<file path="src/rtl/core/mfc_pkg.sv">
// Package for the median-of-three follow-mode controller.
// Holds the widths, register map, mode and phase codes, and the motor command table.
// No dependencies.
package mfc_pkg;

  // Width of a distance sample, of the median and of the distance limits.
  localparam int SAMPLE_WIDTH = 24;
  localparam int COUNT_WIDTH  = 4;
  localparam int DRIVE_WIDTH  = 2;
  localparam int APB_DATA_W   = 32;
  localparam int APB_ADDR_W   = 4;
  localparam int REG_IDX_W    = 2;

  // Reset values of the configuration registers.
  localparam logic [SAMPLE_WIDTH-1:0] FAR_LIMIT_RESET   = SAMPLE_WIDTH'(600000);
  localparam logic [SAMPLE_WIDTH-1:0] NEAR_LIMIT_RESET  = SAMPLE_WIDTH'(250000);
  localparam logic [COUNT_WIDTH-1:0]  COUNT_LIMIT_RESET = COUNT_WIDTH'(10);
  localparam logic [COUNT_WIDTH-1:0]  COUNT_TOP         = '1;

  // Register indexes on the configuration port.
  localparam logic [REG_IDX_W-1:0] REG_FAR_LIMIT   = 2'd0;
  localparam logic [REG_IDX_W-1:0] REG_NEAR_LIMIT  = 2'd1;
  localparam logic [REG_IDX_W-1:0] REG_COUNT_LIMIT = 2'd2;

  // Motor commands in two's complement.
  localparam logic signed [DRIVE_WIDTH-1:0] DRIVE_FWD  = 2'sb01;
  localparam logic signed [DRIVE_WIDTH-1:0] DRIVE_STOP = 2'sb00;
  localparam logic signed [DRIVE_WIDTH-1:0] DRIVE_REV  = 2'sb11;

  typedef enum logic [1:0] {
    MODE_ROTATE = 2'd0,
    MODE_GO     = 2'd1,
    MODE_BACK   = 2'd2
  } mode_t;

  typedef enum logic [1:0] {
    PHASE_FIRST  = 2'd0,
    PHASE_SECOND = 2'd1,
    PHASE_THIRD  = 2'd2
  } phase_t;

  // Configuration register contents.
  typedef struct packed {
    logic [SAMPLE_WIDTH-1:0] far_limit;
    logic [SAMPLE_WIDTH-1:0] near_limit;
    logic [COUNT_WIDTH-1:0]  count_limit;
  } cfg_t;

  // Outcome of one decision.
  typedef struct packed {
    mode_t                   mode;
    logic [COUNT_WIDTH-1:0]  far_count;
    logic [SAMPLE_WIDTH-1:0] median;
    logic                    changed;
  } decision_t;

  // Left motor command of a mode.
  function automatic logic signed [DRIVE_WIDTH-1:0] left_of_mode(mode_t mode);
    logic signed [DRIVE_WIDTH-1:0] cmd;
    unique case (mode)
      MODE_ROTATE: cmd = DRIVE_STOP;
      MODE_GO:     cmd = DRIVE_FWD;
      MODE_BACK:   cmd = DRIVE_REV;
      default:     cmd = DRIVE_STOP;
    endcase
    return cmd;
  endfunction

  // Right motor command of a mode.
  function automatic logic signed [DRIVE_WIDTH-1:0] right_of_mode(mode_t mode);
    logic signed [DRIVE_WIDTH-1:0] cmd;
    unique case (mode)
      MODE_ROTATE: cmd = DRIVE_FWD;
      MODE_GO:     cmd = DRIVE_FWD;
      MODE_BACK:   cmd = DRIVE_REV;
      default:     cmd = DRIVE_STOP;
    endcase
    return cmd;
  endfunction

endpackage

</file>
<file path="src/rtl/core/mfc_apb_regs.sv">
// Configuration registers of the follow-mode controller behind an APB-style port.
// Depends on mfc_pkg for the register map and the cfg_t struct.
module mfc_apb_regs import mfc_pkg::*; (
  input  logic                  clk,
  input  logic                  rst,
  input  logic                  psel,
  input  logic                  penable,
  input  logic                  pwrite,
  input  logic [APB_ADDR_W-1:0] paddr,
  input  logic [APB_DATA_W-1:0] pwdata,
  output logic [APB_DATA_W-1:0] prdata,
  output logic                  pready,
  output cfg_t                  cfg
);

  logic                  wr_en;
  logic [REG_IDX_W-1:0]  reg_idx;

  // The port never inserts wait states.
  assign pready  = 1'b1;
  assign wr_en   = psel && penable && pwrite && pready;
  assign reg_idx = paddr[APB_ADDR_W-1:2];

  // Register writes; an index beyond the list is ignored.
  always_ff @(posedge clk) begin
    if (rst) begin
      cfg.far_limit   <= FAR_LIMIT_RESET;
      cfg.near_limit  <= NEAR_LIMIT_RESET;
      cfg.count_limit <= COUNT_LIMIT_RESET;
    end else if (wr_en) begin
      unique case (reg_idx)
        REG_FAR_LIMIT:   cfg.far_limit   <= pwdata[SAMPLE_WIDTH-1:0];
        REG_NEAR_LIMIT:  cfg.near_limit  <= pwdata[SAMPLE_WIDTH-1:0];
        REG_COUNT_LIMIT: cfg.count_limit <= pwdata[COUNT_WIDTH-1:0];
        default: ;
      endcase
    end
  end

  // Read data, zero extended.
  always_comb begin
    unique case (reg_idx)
      REG_FAR_LIMIT:   prdata = APB_DATA_W'(cfg.far_limit);
      REG_NEAR_LIMIT:  prdata = APB_DATA_W'(cfg.near_limit);
      REG_COUNT_LIMIT: prdata = APB_DATA_W'(cfg.count_limit);
      default:         prdata = '0;
    endcase
  end

endmodule

</file>
<file path="src/rtl/core/mfc_decide.sv">
// Median of three and the drive mode rules for one decision.
// Depends on mfc_pkg for the mode codes and the cfg_t and decision_t structs.
module mfc_decide import mfc_pkg::*; (
  input  logic [SAMPLE_WIDTH-1:0] first_sample,
  input  logic [SAMPLE_WIDTH-1:0] second_sample,
  input  logic [SAMPLE_WIDTH-1:0] third_sample,
  input  mode_t                   mode,
  input  logic [COUNT_WIDTH-1:0]  far_count,
  input  cfg_t                    cfg,
  output decision_t               decision
);

  logic [SAMPLE_WIDTH-1:0] lo_ab;
  logic [SAMPLE_WIDTH-1:0] hi_ab;
  logic [SAMPLE_WIDTH-1:0] lo_hi_c;
  logic [SAMPLE_WIDTH-1:0] median;
  logic                    is_far;
  logic                    is_near;
  logic [COUNT_WIDTH-1:0]  count_inc;
  mode_t                   mode_next;
  logic [COUNT_WIDTH-1:0]  count_next;

  // Median as max(min(a, b), min(max(a, b), c)).
  assign lo_ab   = (first_sample < second_sample) ? first_sample : second_sample;
  assign hi_ab   = (first_sample < second_sample) ? second_sample : first_sample;
  assign lo_hi_c = (hi_ab < third_sample) ? hi_ab : third_sample;
  assign median  = (lo_ab > lo_hi_c) ? lo_ab : lo_hi_c;

  assign is_far  = median > cfg.far_limit;
  assign is_near = median <= cfg.near_limit;

  // The far counter saturates at its top value.
  assign count_inc = (far_count < COUNT_TOP) ? far_count + 1'b1 : far_count;

  // Mode rules.
  always_comb begin
    mode_next  = mode;
    count_next = far_count;
    unique case (mode)
      MODE_GO: begin
        if (is_far) begin
          count_next = count_inc;
          if (count_inc >= cfg.count_limit) mode_next = MODE_ROTATE;
        end else if (is_near) begin
          mode_next = MODE_BACK;
        end
      end
      MODE_BACK: begin
        if (is_far) begin
          count_next = count_inc;
          if (count_inc >= cfg.count_limit) mode_next = MODE_ROTATE;
        end else if (!is_near) begin
          mode_next = MODE_GO;
        end
      end
      default: begin
        if (!is_far) begin
          count_next = '0;
          mode_next  = is_near ? MODE_BACK : MODE_GO;
        end
      end
    endcase
  end

  assign decision.mode      = mode_next;
  assign decision.far_count = count_next;
  assign decision.median    = median;
  assign decision.changed   = mode_next != mode;

endmodule

</file>
<file path="src/rtl/core/median3_follow_mode_controller.sv">
// Top level of the median-of-three follow-mode controller.
// Depends on mfc_pkg, mfc_apb_regs and mfc_decide.

// The block accepts one distance sample per clock cycle when not stalled. Samples
// are grouped in fresh threes; every third sample produces one result item,
// which moves from the input register into the output register. The first and
// second samples of a group produce no result. Input and output are parted by
// an input register and the output register, so samples keep flowing while a
// result waits; the input stalls only when a third sample sits in the input
// register and the output register still holds an untaken result. The user
// must write the limits through the APB-style port only while idle (unenforced).
module median3_follow_mode_controller import mfc_pkg::*; (
  input  logic                           clk,
  input  logic                           rst,
  input  logic                           in_valid,
  output logic                           in_ready,
  input  logic [SAMPLE_WIDTH-1:0]        distance_sample,
  output logic                           out_valid,
  input  logic                           out_ready,
  output logic [1:0]                     drive_mode,
  output logic signed [DRIVE_WIDTH-1:0]  left_drive,
  output logic signed [DRIVE_WIDTH-1:0]  right_drive,
  output logic [SAMPLE_WIDTH-1:0]        median_distance,
  output logic                           mode_changed,
  input  logic                           psel,
  input  logic                           penable,
  input  logic                           pwrite,
  input  logic [APB_ADDR_W-1:0]          paddr,
  input  logic [APB_DATA_W-1:0]          pwdata,
  output logic [APB_DATA_W-1:0]          prdata,
  output logic                           pready
);

  cfg_t                    cfg;
  decision_t               decision;

  logic                    in_reg_valid;
  logic [SAMPLE_WIDTH-1:0] in_reg_sample;
  logic                    advance;
  logic                    out_free;

  logic [SAMPLE_WIDTH-1:0] first_sample;
  logic [SAMPLE_WIDTH-1:0] second_sample;
  phase_t                  group_phase;
  phase_t                  group_phase_next;
  mode_t                   current_mode;
  logic [COUNT_WIDTH-1:0]  far_count;

  mfc_apb_regs u_regs (
    .clk     (clk),
    .rst     (rst),
    .psel    (psel),
    .penable (penable),
    .pwrite  (pwrite),
    .paddr   (paddr),
    .pwdata  (pwdata),
    .prdata  (prdata),
    .pready  (pready),
    .cfg     (cfg)
  );

  mfc_decide u_decide (
    .first_sample  (first_sample),
    .second_sample (second_sample),
    .third_sample  (in_reg_sample),
    .mode          (current_mode),
    .far_count     (far_count),
    .cfg           (cfg),
    .decision      (decision)
  );

  // A held item moves on unless it completes a group and the result slot is busy.
  assign out_free = !out_valid || out_ready;
  assign advance  = in_reg_valid && (group_phase != PHASE_THIRD || out_free);
  assign in_ready = !in_reg_valid || advance;

  // Input register.
  always_ff @(posedge clk) begin
    if (rst) begin
      in_reg_valid <= 1'b0;
    end else if (in_ready) begin
      in_reg_valid <= in_valid;
    end
  end

  always_ff @(posedge clk) begin
    if (in_valid && in_ready) begin
      in_reg_sample <= distance_sample;
    end
  end

  // Group phase sequencing.
  always_comb begin
    group_phase_next = group_phase;
    if (advance) begin
      unique case (group_phase)
        PHASE_FIRST:  group_phase_next = PHASE_SECOND;
        PHASE_SECOND: group_phase_next = PHASE_THIRD;
        default:      group_phase_next = PHASE_FIRST;
      endcase
    end
  end

  always_ff @(posedge clk) begin
    if (rst) begin
      group_phase <= PHASE_FIRST;
    end else begin
      group_phase <= group_phase_next;
    end
  end

  // Stored samples of the current group.
  always_ff @(posedge clk) begin
    if (advance && group_phase == PHASE_FIRST) begin
      first_sample <= in_reg_sample;
    end
    if (advance && group_phase == PHASE_SECOND) begin
      second_sample <= in_reg_sample;
    end
  end

  // Mode and far counter update on each decision.
  always_ff @(posedge clk) begin
    if (rst) begin
      current_mode <= MODE_ROTATE;
      far_count    <= '0;
    end else if (advance && group_phase == PHASE_THIRD) begin
      current_mode <= decision.mode;
      far_count    <= decision.far_count;
    end
  end

  // Output register.
  always_ff @(posedge clk) begin
    if (rst) begin
      out_valid <= 1'b0;
    end else if (advance && group_phase == PHASE_THIRD) begin
      out_valid <= 1'b1;
    end else if (out_ready) begin
      out_valid <= 1'b0;
    end
  end

  always_ff @(posedge clk) begin
    if (advance && group_phase == PHASE_THIRD) begin
      drive_mode      <= decision.mode;
      left_drive      <= left_of_mode(decision.mode);
      right_drive     <= right_of_mode(decision.mode);
      median_distance <= decision.median;
      mode_changed    <= decision.changed;
    end
  end

endmodule
</file>
<file path="config.mk">
export PLATFORM = sky130hd
export DESIGN_NAME = median3_follow_mode_controller
export DESIGN_NICKNAME = d
export VERILOG_FILES = /design/src/rtl/core/mfc_pkg.sv /design/src/rtl/core/mfc_apb_regs.sv /design/src/rtl/core/mfc_decide.sv /design/src/rtl/core/median3_follow_mode_controller.sv
export SDC_FILE = /design/constraint.sdc
export NUM_CORES = 1
export LEC_CHECK = 0
export BUFFER_PORTS_ARGS = -buffer_cell sky130_fd_sc_hd__buf_2
export CORE_AREA = 3 3 181 201
export DETAILED_ROUTE_END_ITERATION = 6
export DIE_AREA = 0 0 184 204
export GPL_TIMING_DRIVEN = 0
export PLACE_DENSITY = 0.57
export SETUP_SLACK_MARGIN = 0.2
export SYNTH_ARGS = -nofsm -noshare
export SYNTH_HDL_FRONTEND = slang
export SYNTH_SLANG_ARGS = --single-unit
</file>
<file path="constraint.sdc">
create_clock -name clk -period 9.1 [get_ports clk]
set_clock_uncertainty 0.1 [all_clocks]
set_input_delay 1.82 -clock clk [delete_from_list [all_inputs] [get_ports clk]]
set_output_delay 1.82 -clock clk [all_outputs]
set_load 0.05 [all_outputs]
</file>
==> results of run 1 <==
repair_timing:
| item | CTS | global route |
|---|---|---|
| buffers inserted | 17 | 25 |
| resized for setup | 73 | 87 |
| gates cloned | 1 | 0 |
| pin swaps | 9 | 32 |
| hold endpoints to repair | 0 | 0 |
| endpoints found under the setup margin | 12 | 12 |
cells by family (layout without fill, tap and decap cells):
| family | after synthesis | in the layout | share of synthesized area |
|---|---|---|---|
| compound gates | 225 | 225 | 0.136 |
| xor+xnor | 1 | 1 | 0.000850 |
| fa+ha+maj | 127 | 127 | 0.154 |
| buf+inv | 172 | 364 | 0.0695 |
| flops | 164 | 164 | 0.418 |
| mux | 94 | 94 | 0.0923 |
| other cells | 2 | 9 | 0.000729 |
| simple gates | 303 | 303 | 0.129 |
Yosys cell counts, types with 7 or more instances:
cell and instances:
dfxtp_1 62, nand3_1 9, nand4_1 26, nor2_1 82, a211oi_1 9, nand2_1 137, clkbuf_1 27, mux2_2 8
a21o_1 8, buf_4 12, mux2i_1 86, nor4_1 7, a21oi_1 84, o21ai_1 19, nor3_1 17, inv_1 123
o211ai_1 11, a211o_1 21, ha_1 127, o21ai_0 38, edfxtp_1 102
cell type report:
cell class / count / area, um^2 / share of cell area
multi-input cells: 759 / 6040 / 0.457
flip-flops and latches: 164 / 4300 / 0.325
clock inverters: 14 / 130 / 0.00983
well taps: 438 / 548 / 0.0414
inverters: 124 / 467 / 0.0353
repair buffers: 160 / 985 / 0.0744
clock buffers: 18 / 429 / 0.0324
plain buffers: 48 / 328 / 0.0248
through the flow:
step	util	hold slack [ps]	power [mW]	instances
4_1_cts	0.367	374	2.24	1700
6_report	0.386	373	2.33	1725
3_3_place_gp	0.334	362	1.42	1645
3_5_place_dp	0.336	364	1.43	1650
5_1_grt	0.386	397	2.44	1725
2_1_floorplan	-	349	1.25	1095
worst max-delay path: cells and delay by family, from the launching register on:
| kind | cells | cell delay (ps) |
|---|---|---|
| and+or+nand+nor | 14 | 2660 |
| AOI/OAI and AO/OA | 10 | 2090 |
| buffers and inverters | 8 | 1370 |
| adders and majority gates | 5 | 1320 |
| muxes | 2 | 540 |
| DFF | 1 | 400 |
power by group through the flow:
stage               Clock, mW  Combinational, mW  Sequential, mW
CTS                     0.720              0.679           0.846
finish                  0.707              0.778           0.848
floorplan                   0              0.392           0.857
detailed placement          0              0.573           0.862
global placement            0              0.561           0.863
global route            0.751              0.843           0.851
routing by layer:
metal,GRT usage,vias to the layer above,share of wire
met5,0,-,0
met4,0.0605,0,0.026
met3,0.0262,51,0.046
met2,0.285,260,0.50
met1,0.208,4203,0.43
li1,-,4256,-
flip-flops by register name, summed over array words and instances (netlist names), 2 cells and up:
signal,cells
far_count,4
drive_mode,2
left_drive,2
current_mode,2
u_regs.cfg,52
second_sample,24
group_phase,2
in_reg_sample,24
median_distance,24
first_sample,24
worst max-delay path by stage:
stage,cells past startpoint,slack (ps),to,start
2_1_floorplan,37,790,left_drive[1],first_sample[23]
3_3_place_gp,37,-1410,left_drive[1],first_sample[23]
3_5_place_dp,36,-1510,left_drive[0],first_sample[23]
4_1_cts,38,230,left_drive[1],first_sample[19]
5_1_grt,39,40,left_drive[1],second_sample[19]
6_report,39,380,left_drive[0],second_sample[19]
==> impl_metrics.toml, run 1 <==
[worst_hold_path]
min_from = "u_regs.cfg[17]"
hp-class = "reg -> reg"
hold_path_end = "u_regs.cfg[17]"
hold_depth = 2

[timing]
tightest_slew_ps = 910
fin_tns_setup_ps = 0
fmax_mhz = 115
hold_violations = 0
setup_viol = 0
slew_headroom = 0.394
rsz0062_at_grt = "false"
finalWorstSetupSlack_ps = 378
slew_violations = 0
period_minus_slack_ps = 8720
fin_crit_sh = 0.958

[setup_path]
start_kind = "flop"
r2r-end = "left_drive[0]"
reg2reg_from = "second_sample[19]"
r2r_cells = 39
slowest_stage = "or4_4"
regToRegSetupSlack_ps = 380
crit_arrival_ps = 8810
setup.worst_path.class = "reg -> reg"
slowest_delay_ps = 560
worst_ep_required_time_ps = 9190
crit_fanout = 10
critPathCaptureType = "flop"

[global_route]
grt_pass1_wl_um = 47700
grtUsageTotal = 0.165
antenna_found_initial = 0
grt_pass1_vias = 8711
grt_max_degree = 38
grt_overflow_total = 0

[synthesis]
netlist_instances = 1088
synth_top_area_frac = 0.297
synthFlopType = "edfxtp_1"
async_flop_share = 0
synth-seq-area-share = 0.418
ys_ff_latch = 164
synth_area_um2 = 10300
synth-edff-count = 102
yosysWarnings = 0
synthDistinctLibCells = 61
yosysTopAreaCell = "edfxtp_1"
postSynthAreaPerCell_um2 = 9.47
yosys-top-cells-area = "edfxtp_1, ha_1, dfxtp_1"

[route]
ant_nets = 0
num_vias = 8770
wirelength_um = 31900
first_iter_violations = 541
drc = 0
dr.pass1.iters = 5
avgViaCountPerCell = 5.08
wl_per_cell_um = 18.5

[placed_design]
placed_cell_area_um2 = 11500
io_buffers = 112
pre_cts_ws_ps = -1510
place_hpwl_um = 23800
gp_congestion = 0.891

[clocking]
cts_hold_repair.buffers = 0
cts_buffers = 17
clkSinkCount = 164
ctsRootBufferMaster = "clkbuf_16"
clk_pin_slew_ps = 80
htree_levels = 4
cts.path.max_buffers = 2
cts_tree = "yes"
clk_latency_ps = 450

[cells_and_area]
final_area_um2 = 13200
drive_above_1_share = 0.252
antenna_cells = 0
layout_common_cells = "nand2_1, inv_1, ha_1, buf_2, edfxtp_1"
area_growth_syn_to_layout_pct = 28.5
final_common_cell = "nand2_1"
fin_nets = 1468
fillers = 3367

[floorplanning]
pin_count = 133
die_h_um = 204
num_rows = 71
die_w_um = 184
start_util = 0.300
die_area_um2 = 37500
core_um2 = 34300

[power]
p_int_mw = 1.52
seqPwrFrac = 0.363
netSwitchingPower_uw = 811
combPwrFrac = 0.334
clkPwrFrac = 0.303
vdd_drop_max_mv = 0.0844
switching_share = 0.348
leakagePower_nw = 5.50
power_density_nw_per_um2 = 176

[flow_run]
drv_cap = 0

[status]
run_status = "finished clean"
(Power assumes the default switching activity.)
==> inputs of run 2 (changes only) <==
--- a/config.mk
+++ b/config.mk
@@ -6,11 +6,12 @@
 export NUM_CORES = 1
 export LEC_CHECK = 0
 export BUFFER_PORTS_ARGS = -buffer_cell sky130_fd_sc_hd__buf_2
-export CORE_AREA = 3 3 181 201
+export CORE_AREA = 3 3 140 156
 export DETAILED_ROUTE_END_ITERATION = 6
-export DIE_AREA = 0 0 184 204
+export DIE_AREA = 0 0 143 159
 export GPL_TIMING_DRIVEN = 0
-export PLACE_DENSITY = 0.57
+export PLACE_DENSITY = 0.81
+export REMOVE_ABC_BUFFERS = 1
 export SETUP_SLACK_MARGIN = 0.2
 export SYNTH_ARGS = -nofsm -noshare
 export SYNTH_HDL_FRONTEND = slang
==> impl_metrics.toml, run 2 (same netlist as run 1, synthesis figures left out) <==
[route]
wl_per_cell_um = 19.8
drc = 0
num_vias = 9050
first_iter_violations = 1054
wirelength_um = 29700
ant_nets = 0
avgViaCountPerCell = 6.03
dr.pass1.iters = 7

[worst_hold_path]
hold_depth = 2
min_from = "u_regs.cfg[13]"
hp-class = "reg -> reg"
hold_path_end = "u_regs.cfg[13]"

[setup_path]
critPathCaptureType = "flop"
slowest_stage = "or4_1"
cp_num_buf_inv = 7
crit_path_frequent_cell = "ha_1"
r2r_cells = 37
setup.worst_path.class = "reg -> reg"
regToRegSetupSlack_ps = 130
reg2reg_from = "second_sample[23]"
cp_top_family = "simple AND/OR/NAND/NOR gates"
crit_arrival_ps = 9050
slowest_delay_ps = 580
worst_ep_required_time_ps = 9190
crit_fanout = 26
start_kind = "flop"
r2r-end = "left_drive[0]"

[timing]
fmax_mhz = 112
tightest_slew_ps = 1200
timing.hold.ws_ps = 373
fin_crit_sh = 0.985
period_minus_slack_ps = 8970
setup_viol = 0
hold_violations = 0
slew_violations = 0
slew_headroom = 0.203

[power]
finalPower_mw = 2.27
leakagePower_nw = 5.39
power_density_nw_per_um2 = 180
vdd_drop_max_mv = 0.146

[clocking]
cts_buffers = 17
cts_hold_repair.buffers = 0
htree_levels = 4
cts.path.max_buffers = 2
clkSinkCount = 164
ctsRootBufferMaster = "clkbuf_16"
cts_tree = "yes"
clk_latency_ps = 440
clk_pin_slew_ps = 70

[floorplanning]
num_rows = 55
die_h_um = 159
die_area_um2 = 22700
start_util = 0.504
pin_count = 133
die_w_um = 143
core_um2 = 20400

[cells_and_area]
fillers = 1544
layout_common_cells = "nand2_1, ha_1, inv_1, buf_2, edfxtp_1"
fin_cells = 1501
area_growth_syn_to_layout_pct = 22.7
fin_util = 0.618
antenna_cells = 0
top_register = "u_regs.cfg"
drive_above_1_share = 0.220
largest_reg_flops = 52
fin_nets = 1426
final_common_cell = "nand2_1"

[placed_design]
io_buffers = 113
placed_cells = 1430
gp_congestion = 0.884
place_hpwl_um = 19300

[global_route]
antenna_found_initial = 0
grt_pass1_wl_um = 43200
grt_max_degree = 64
grt_overflow_total = 0
grtUsageTotal = 0.236
grt_pass1_vias = 8697

[status]
run_status = "finished clean"

[flow_run]
drv_cap = 0
==> run 2: changes by cell type in the layout (fill, tap and decap cells not counted), sizes merged <==
cell,delta
clkbuf,-23
buf,-20
inv,-5
clkinvlp,+3
clkinv,+2
o211ai,+1
==> run 2: area by class of cell <==
type / instances / area [um^2] / share of cell area
Multi-Input combinational cell: 760 / 5880 / 0.465
Clock inverter: 14 / 118 / 0.00931
Sequential cell: 164 / 4300 / 0.341
Tap cell: 256 / 320 / 0.0253
Inverter: 124 / 465 / 0.0368
Clock buffer: 18 / 429 / 0.0340
Timing Repair Buffer: 165 / 1120 / 0.0890
==> run 2: power breakdown <==
part	total, mW	switching (mW)	internal [mW]
Combinational	0.744	0.436	0.308
Sequential	0.848	0.0222	0.826
Clock	0.682	0.325	0.358
==> run 2: metal layers <==
layer  GRT usage  wire length (um)
met1       0.289             11300
met3      0.0381              2180
met5           0                 0
met2       0.396             14700
met4       0.124              1570
==> run 2: worst max path at each step <==
stage / slack, ps / start / end / cells past startpoint
after floorplan: -3600 / first_sample[23] / left_drive[1] / 30
after global placement: -7440 / first_sample[23] / left_drive[1] / 31
after detailed placement: -730 / first_sample[23] / left_drive[1] / 36
after CTS: 210 / first_sample[19] / left_drive[1] / 36
after global routing: -60 / first_sample[7] / far_count[1] / 37
final: 130 / second_sample[23] / left_drive[0] / 37
==> run 2: worst register-to-register path: cells and delay by family (launching register included) <==
kind	cells	cell delay [ps]
AOI/OAI and AO/OA	10	1790
adders and majority gates	5	1320
buffers and inverters	7	1270
DFF	1	410
muxes	2	640
and+or+nand+nor	13	3230
==> run 2: what timing repair did <==
| action | in CTS | in global routing |
|---|---|---|
| gates cloned | 2 | 2 |
| endpoints found under the hold margin | 0 | 0 |
| gates resized for setup | 32 | 61 |
| endpoints found under the setup margin | 12 | 12 |
| pin swaps | 5 | 22 |
| setup buffers | 6 | 29 |
==> run 2: through the flow <==
stage	setup WS, ps	TNS [ps]	instance area, um^2
final	133	0	12600
after floorplan	-3600	-76470	10100
after global placement	-7440	-201380	11000
after CTS	212	0	12100
after global routing	-57.9	-184	12600
after detailed placement	-735	-5070	11200
==> inputs of run 3 (changes only) <==
--- a/config.mk
+++ b/config.mk
@@ -6,11 +6,12 @@
 export NUM_CORES = 1
 export LEC_CHECK = 0
 export BUFFER_PORTS_ARGS = -buffer_cell sky130_fd_sc_hd__buf_2
-export CORE_AREA = 3 3 140 156
+export CORE_AREA = 3 3 181 201
+export CTS_BUF_LIST = sky130_fd_sc_hd__clkbuf_8
 export DETAILED_ROUTE_END_ITERATION = 6
-export DIE_AREA = 0 0 143 159
+export DIE_AREA = 0 0 184 204
 export GPL_TIMING_DRIVEN = 0
-export PLACE_DENSITY = 0.81
+export PLACE_DENSITY = 0.57
 export REMOVE_ABC_BUFFERS = 1
 export SETUP_SLACK_MARGIN = 0.2
 export SYNTH_ARGS = -nofsm -noshare
==> impl_metrics.toml, run 3 (same netlist as run 1, synthesis figures left out) <==
[setup_path]
reg2reg_from = "first_sample[6]"
cp_num_buf_inv = 6
crit_path_frequent_cell = "ha_1"
critPathCaptureType = "flop"
worst_ep_required_time_ps = 9240
r2r-end = "left_drive[1]"
crit_fanout = 27
slowest_stage = "or4_1"
setup.worst_path.class = "reg -> reg"
crit_arrival_ps = 8750
slowest_delay_ps = 580
r2r_cells = 36
regToRegSetupSlack_ps = 490
cp_top_family = "simple AND/OR/NAND/NOR gates"
start_kind = "flop"

[cells_and_area]
drive_above_1_share = 0.219
fin_util = 0.368
fin_nets = 1422
area_growth_syn_to_layout_pct = 22.5
largest_reg_flops = 52
layout_common_cells = "nand2_1, ha_1, inv_1, buf_2, edfxtp_1"
antenna_cells = 0
top_register = "u_regs.cfg"
final_common_cell = "nand2_1"
fin_cells = 1679

[placed_design]
gp_congestion = 0.836
io_buffers = 113
placed_cells = 1613
place_hpwl_um = 21400

[timing]
rsz0062_at_grt = "false"
tightest_slew_ps = 1330
slew_headroom = 0.110
fin_crit_sh = 0.946
hold_violations = 0
period_minus_slack_ps = 8610
slew_violations = 0
fmax_mhz = 116
setup_viol = 0
timing.hold.ws_ps = 378

[route]
ant_nets = 0
avgViaCountPerCell = 4.92
dr.pass1.iters = 5
wl_per_cell_um = 16.9
first_iter_violations = 425
num_vias = 8265
wirelength_um = 28400
drc = 0

[clocking]
htree_levels = 4
clk_latency_ps = 480
clk_pin_slew_ps = 100
clkSinkCount = 164
cts_tree = "yes"
ctsRootBufferMaster = "clkbuf_8"
cts.path.max_buffers = 2
cts_buffers = 17

[global_route]
grt_pass1_vias = 8019
antenna_found_initial = 0
grt_overflow_total = 0
grtUsageTotal = 0.146
top_usage_layer = "met2"
groute.layer.met1.usage = 0.183
grt_max_degree = 64
grt_pass1_wl_um = 42900
grt.met3_usage = 0.0190
use_met2 = 0.262

[worst_hold_path]
min_from = "u_regs.cfg[23]"
hold_path_end = "u_regs.cfg[23]"
hold_depth = 2
hp-class = "reg -> reg"

[floorplanning]
start_util = 0.300
die_h_um = 204
die_w_um = 184
num_rows = 71
die_area_um2 = 37500
pin_count = 133
core_um2 = 34300

[power]
vdd_drop_max_mv = 0.0883
finalPower_mw = 2.07
leakagePower_nw = 5.28
power_density_nw_per_um2 = 164

[flow_run]
drv_cap = 0

[status]
run_status = "finished clean"
==> run 3: changes by cell type in the layout (fill, tap and decap cells not counted), sizes merged <==
cell / delta
o211ai: -1
clkinvlp: -1
buf: -3
clkbuf: -1
clkinv: +2
==> run 3: worst register-to-register path: cells and delay by family (launching register included) <==
family                   cells  cell delay, ps
AO/OA/AOI/OAI               10            1930
adder cells (fa/ha/maj)      5            1330
multiplexers                 2             560
buffers and inverters        6             980
AND/OR/NAND/NOR             13            3050
flip-flops                   1             430
==> run 3: cell type report <==
class	count	area [um^2]
fill	3464	21700
tap	438	548
inverter	124	467
timing repair buffer	162	1110
clock inverter	15	124
clock buffer	17	234
multi-input combinational	759	5830
sequential	164	4300
==> run 3: timing repair <==
item / 4_1_cts / 5_1_grt
pin swaps: 4 / 20
setup buffers: 8 / 25
hold buffers: 0 / 0
gates resized for setup: 36 / 63
gates cloned: 0 / 1
endpoints found under the setup margin: 12 / 11
==> run 3: worst max path at each step <==
stage | endpoint | slack [ps] | start | cells past startpoint
after floorplan | left_drive[1] | -3600 | first_sample[23] | 30
after global placement | left_drive[1] | -8230 | first_sample[23] | 31
after detailed placement | left_drive[1] | -820 | first_sample[23] | 36
after CTS | left_drive[0] | 210 | first_sample[23] | 36
after global routing | left_drive[1] | 110 | first_sample[19] | 37
final | left_drive[1] | 490 | first_sample[6] | 36
==> run 3: power by group <==
part	internal, mW	leakage (nW)	total [mW]	switching, mW
sequential	0.826	1.44	0.846	0.0205
clock	0.197	0.183	0.510	0.313
combinational	0.307	3.66	0.718	0.410
==> run 3: stage by stage <==
stage / worst slack (ps) / TNS [ps] / cell area, um^2
6_report: 488 / 0 / 12600
5_1_grt: 114 / 0 / 12600
4_1_cts: 207 / 0 / 12100
3_5_place_dp: -825 / -6060 / 11500
3_3_place_gp: -8230 / -229230 / 11200
2_1_floorplan: -3600 / -76470 / 10100
==> run 3: metal layers <==
metal  wire [um]  vias up
met3         708       27
met1       12700     3935
met5           0        -
li1            -     4154
met4         462        0
met2       14500      149
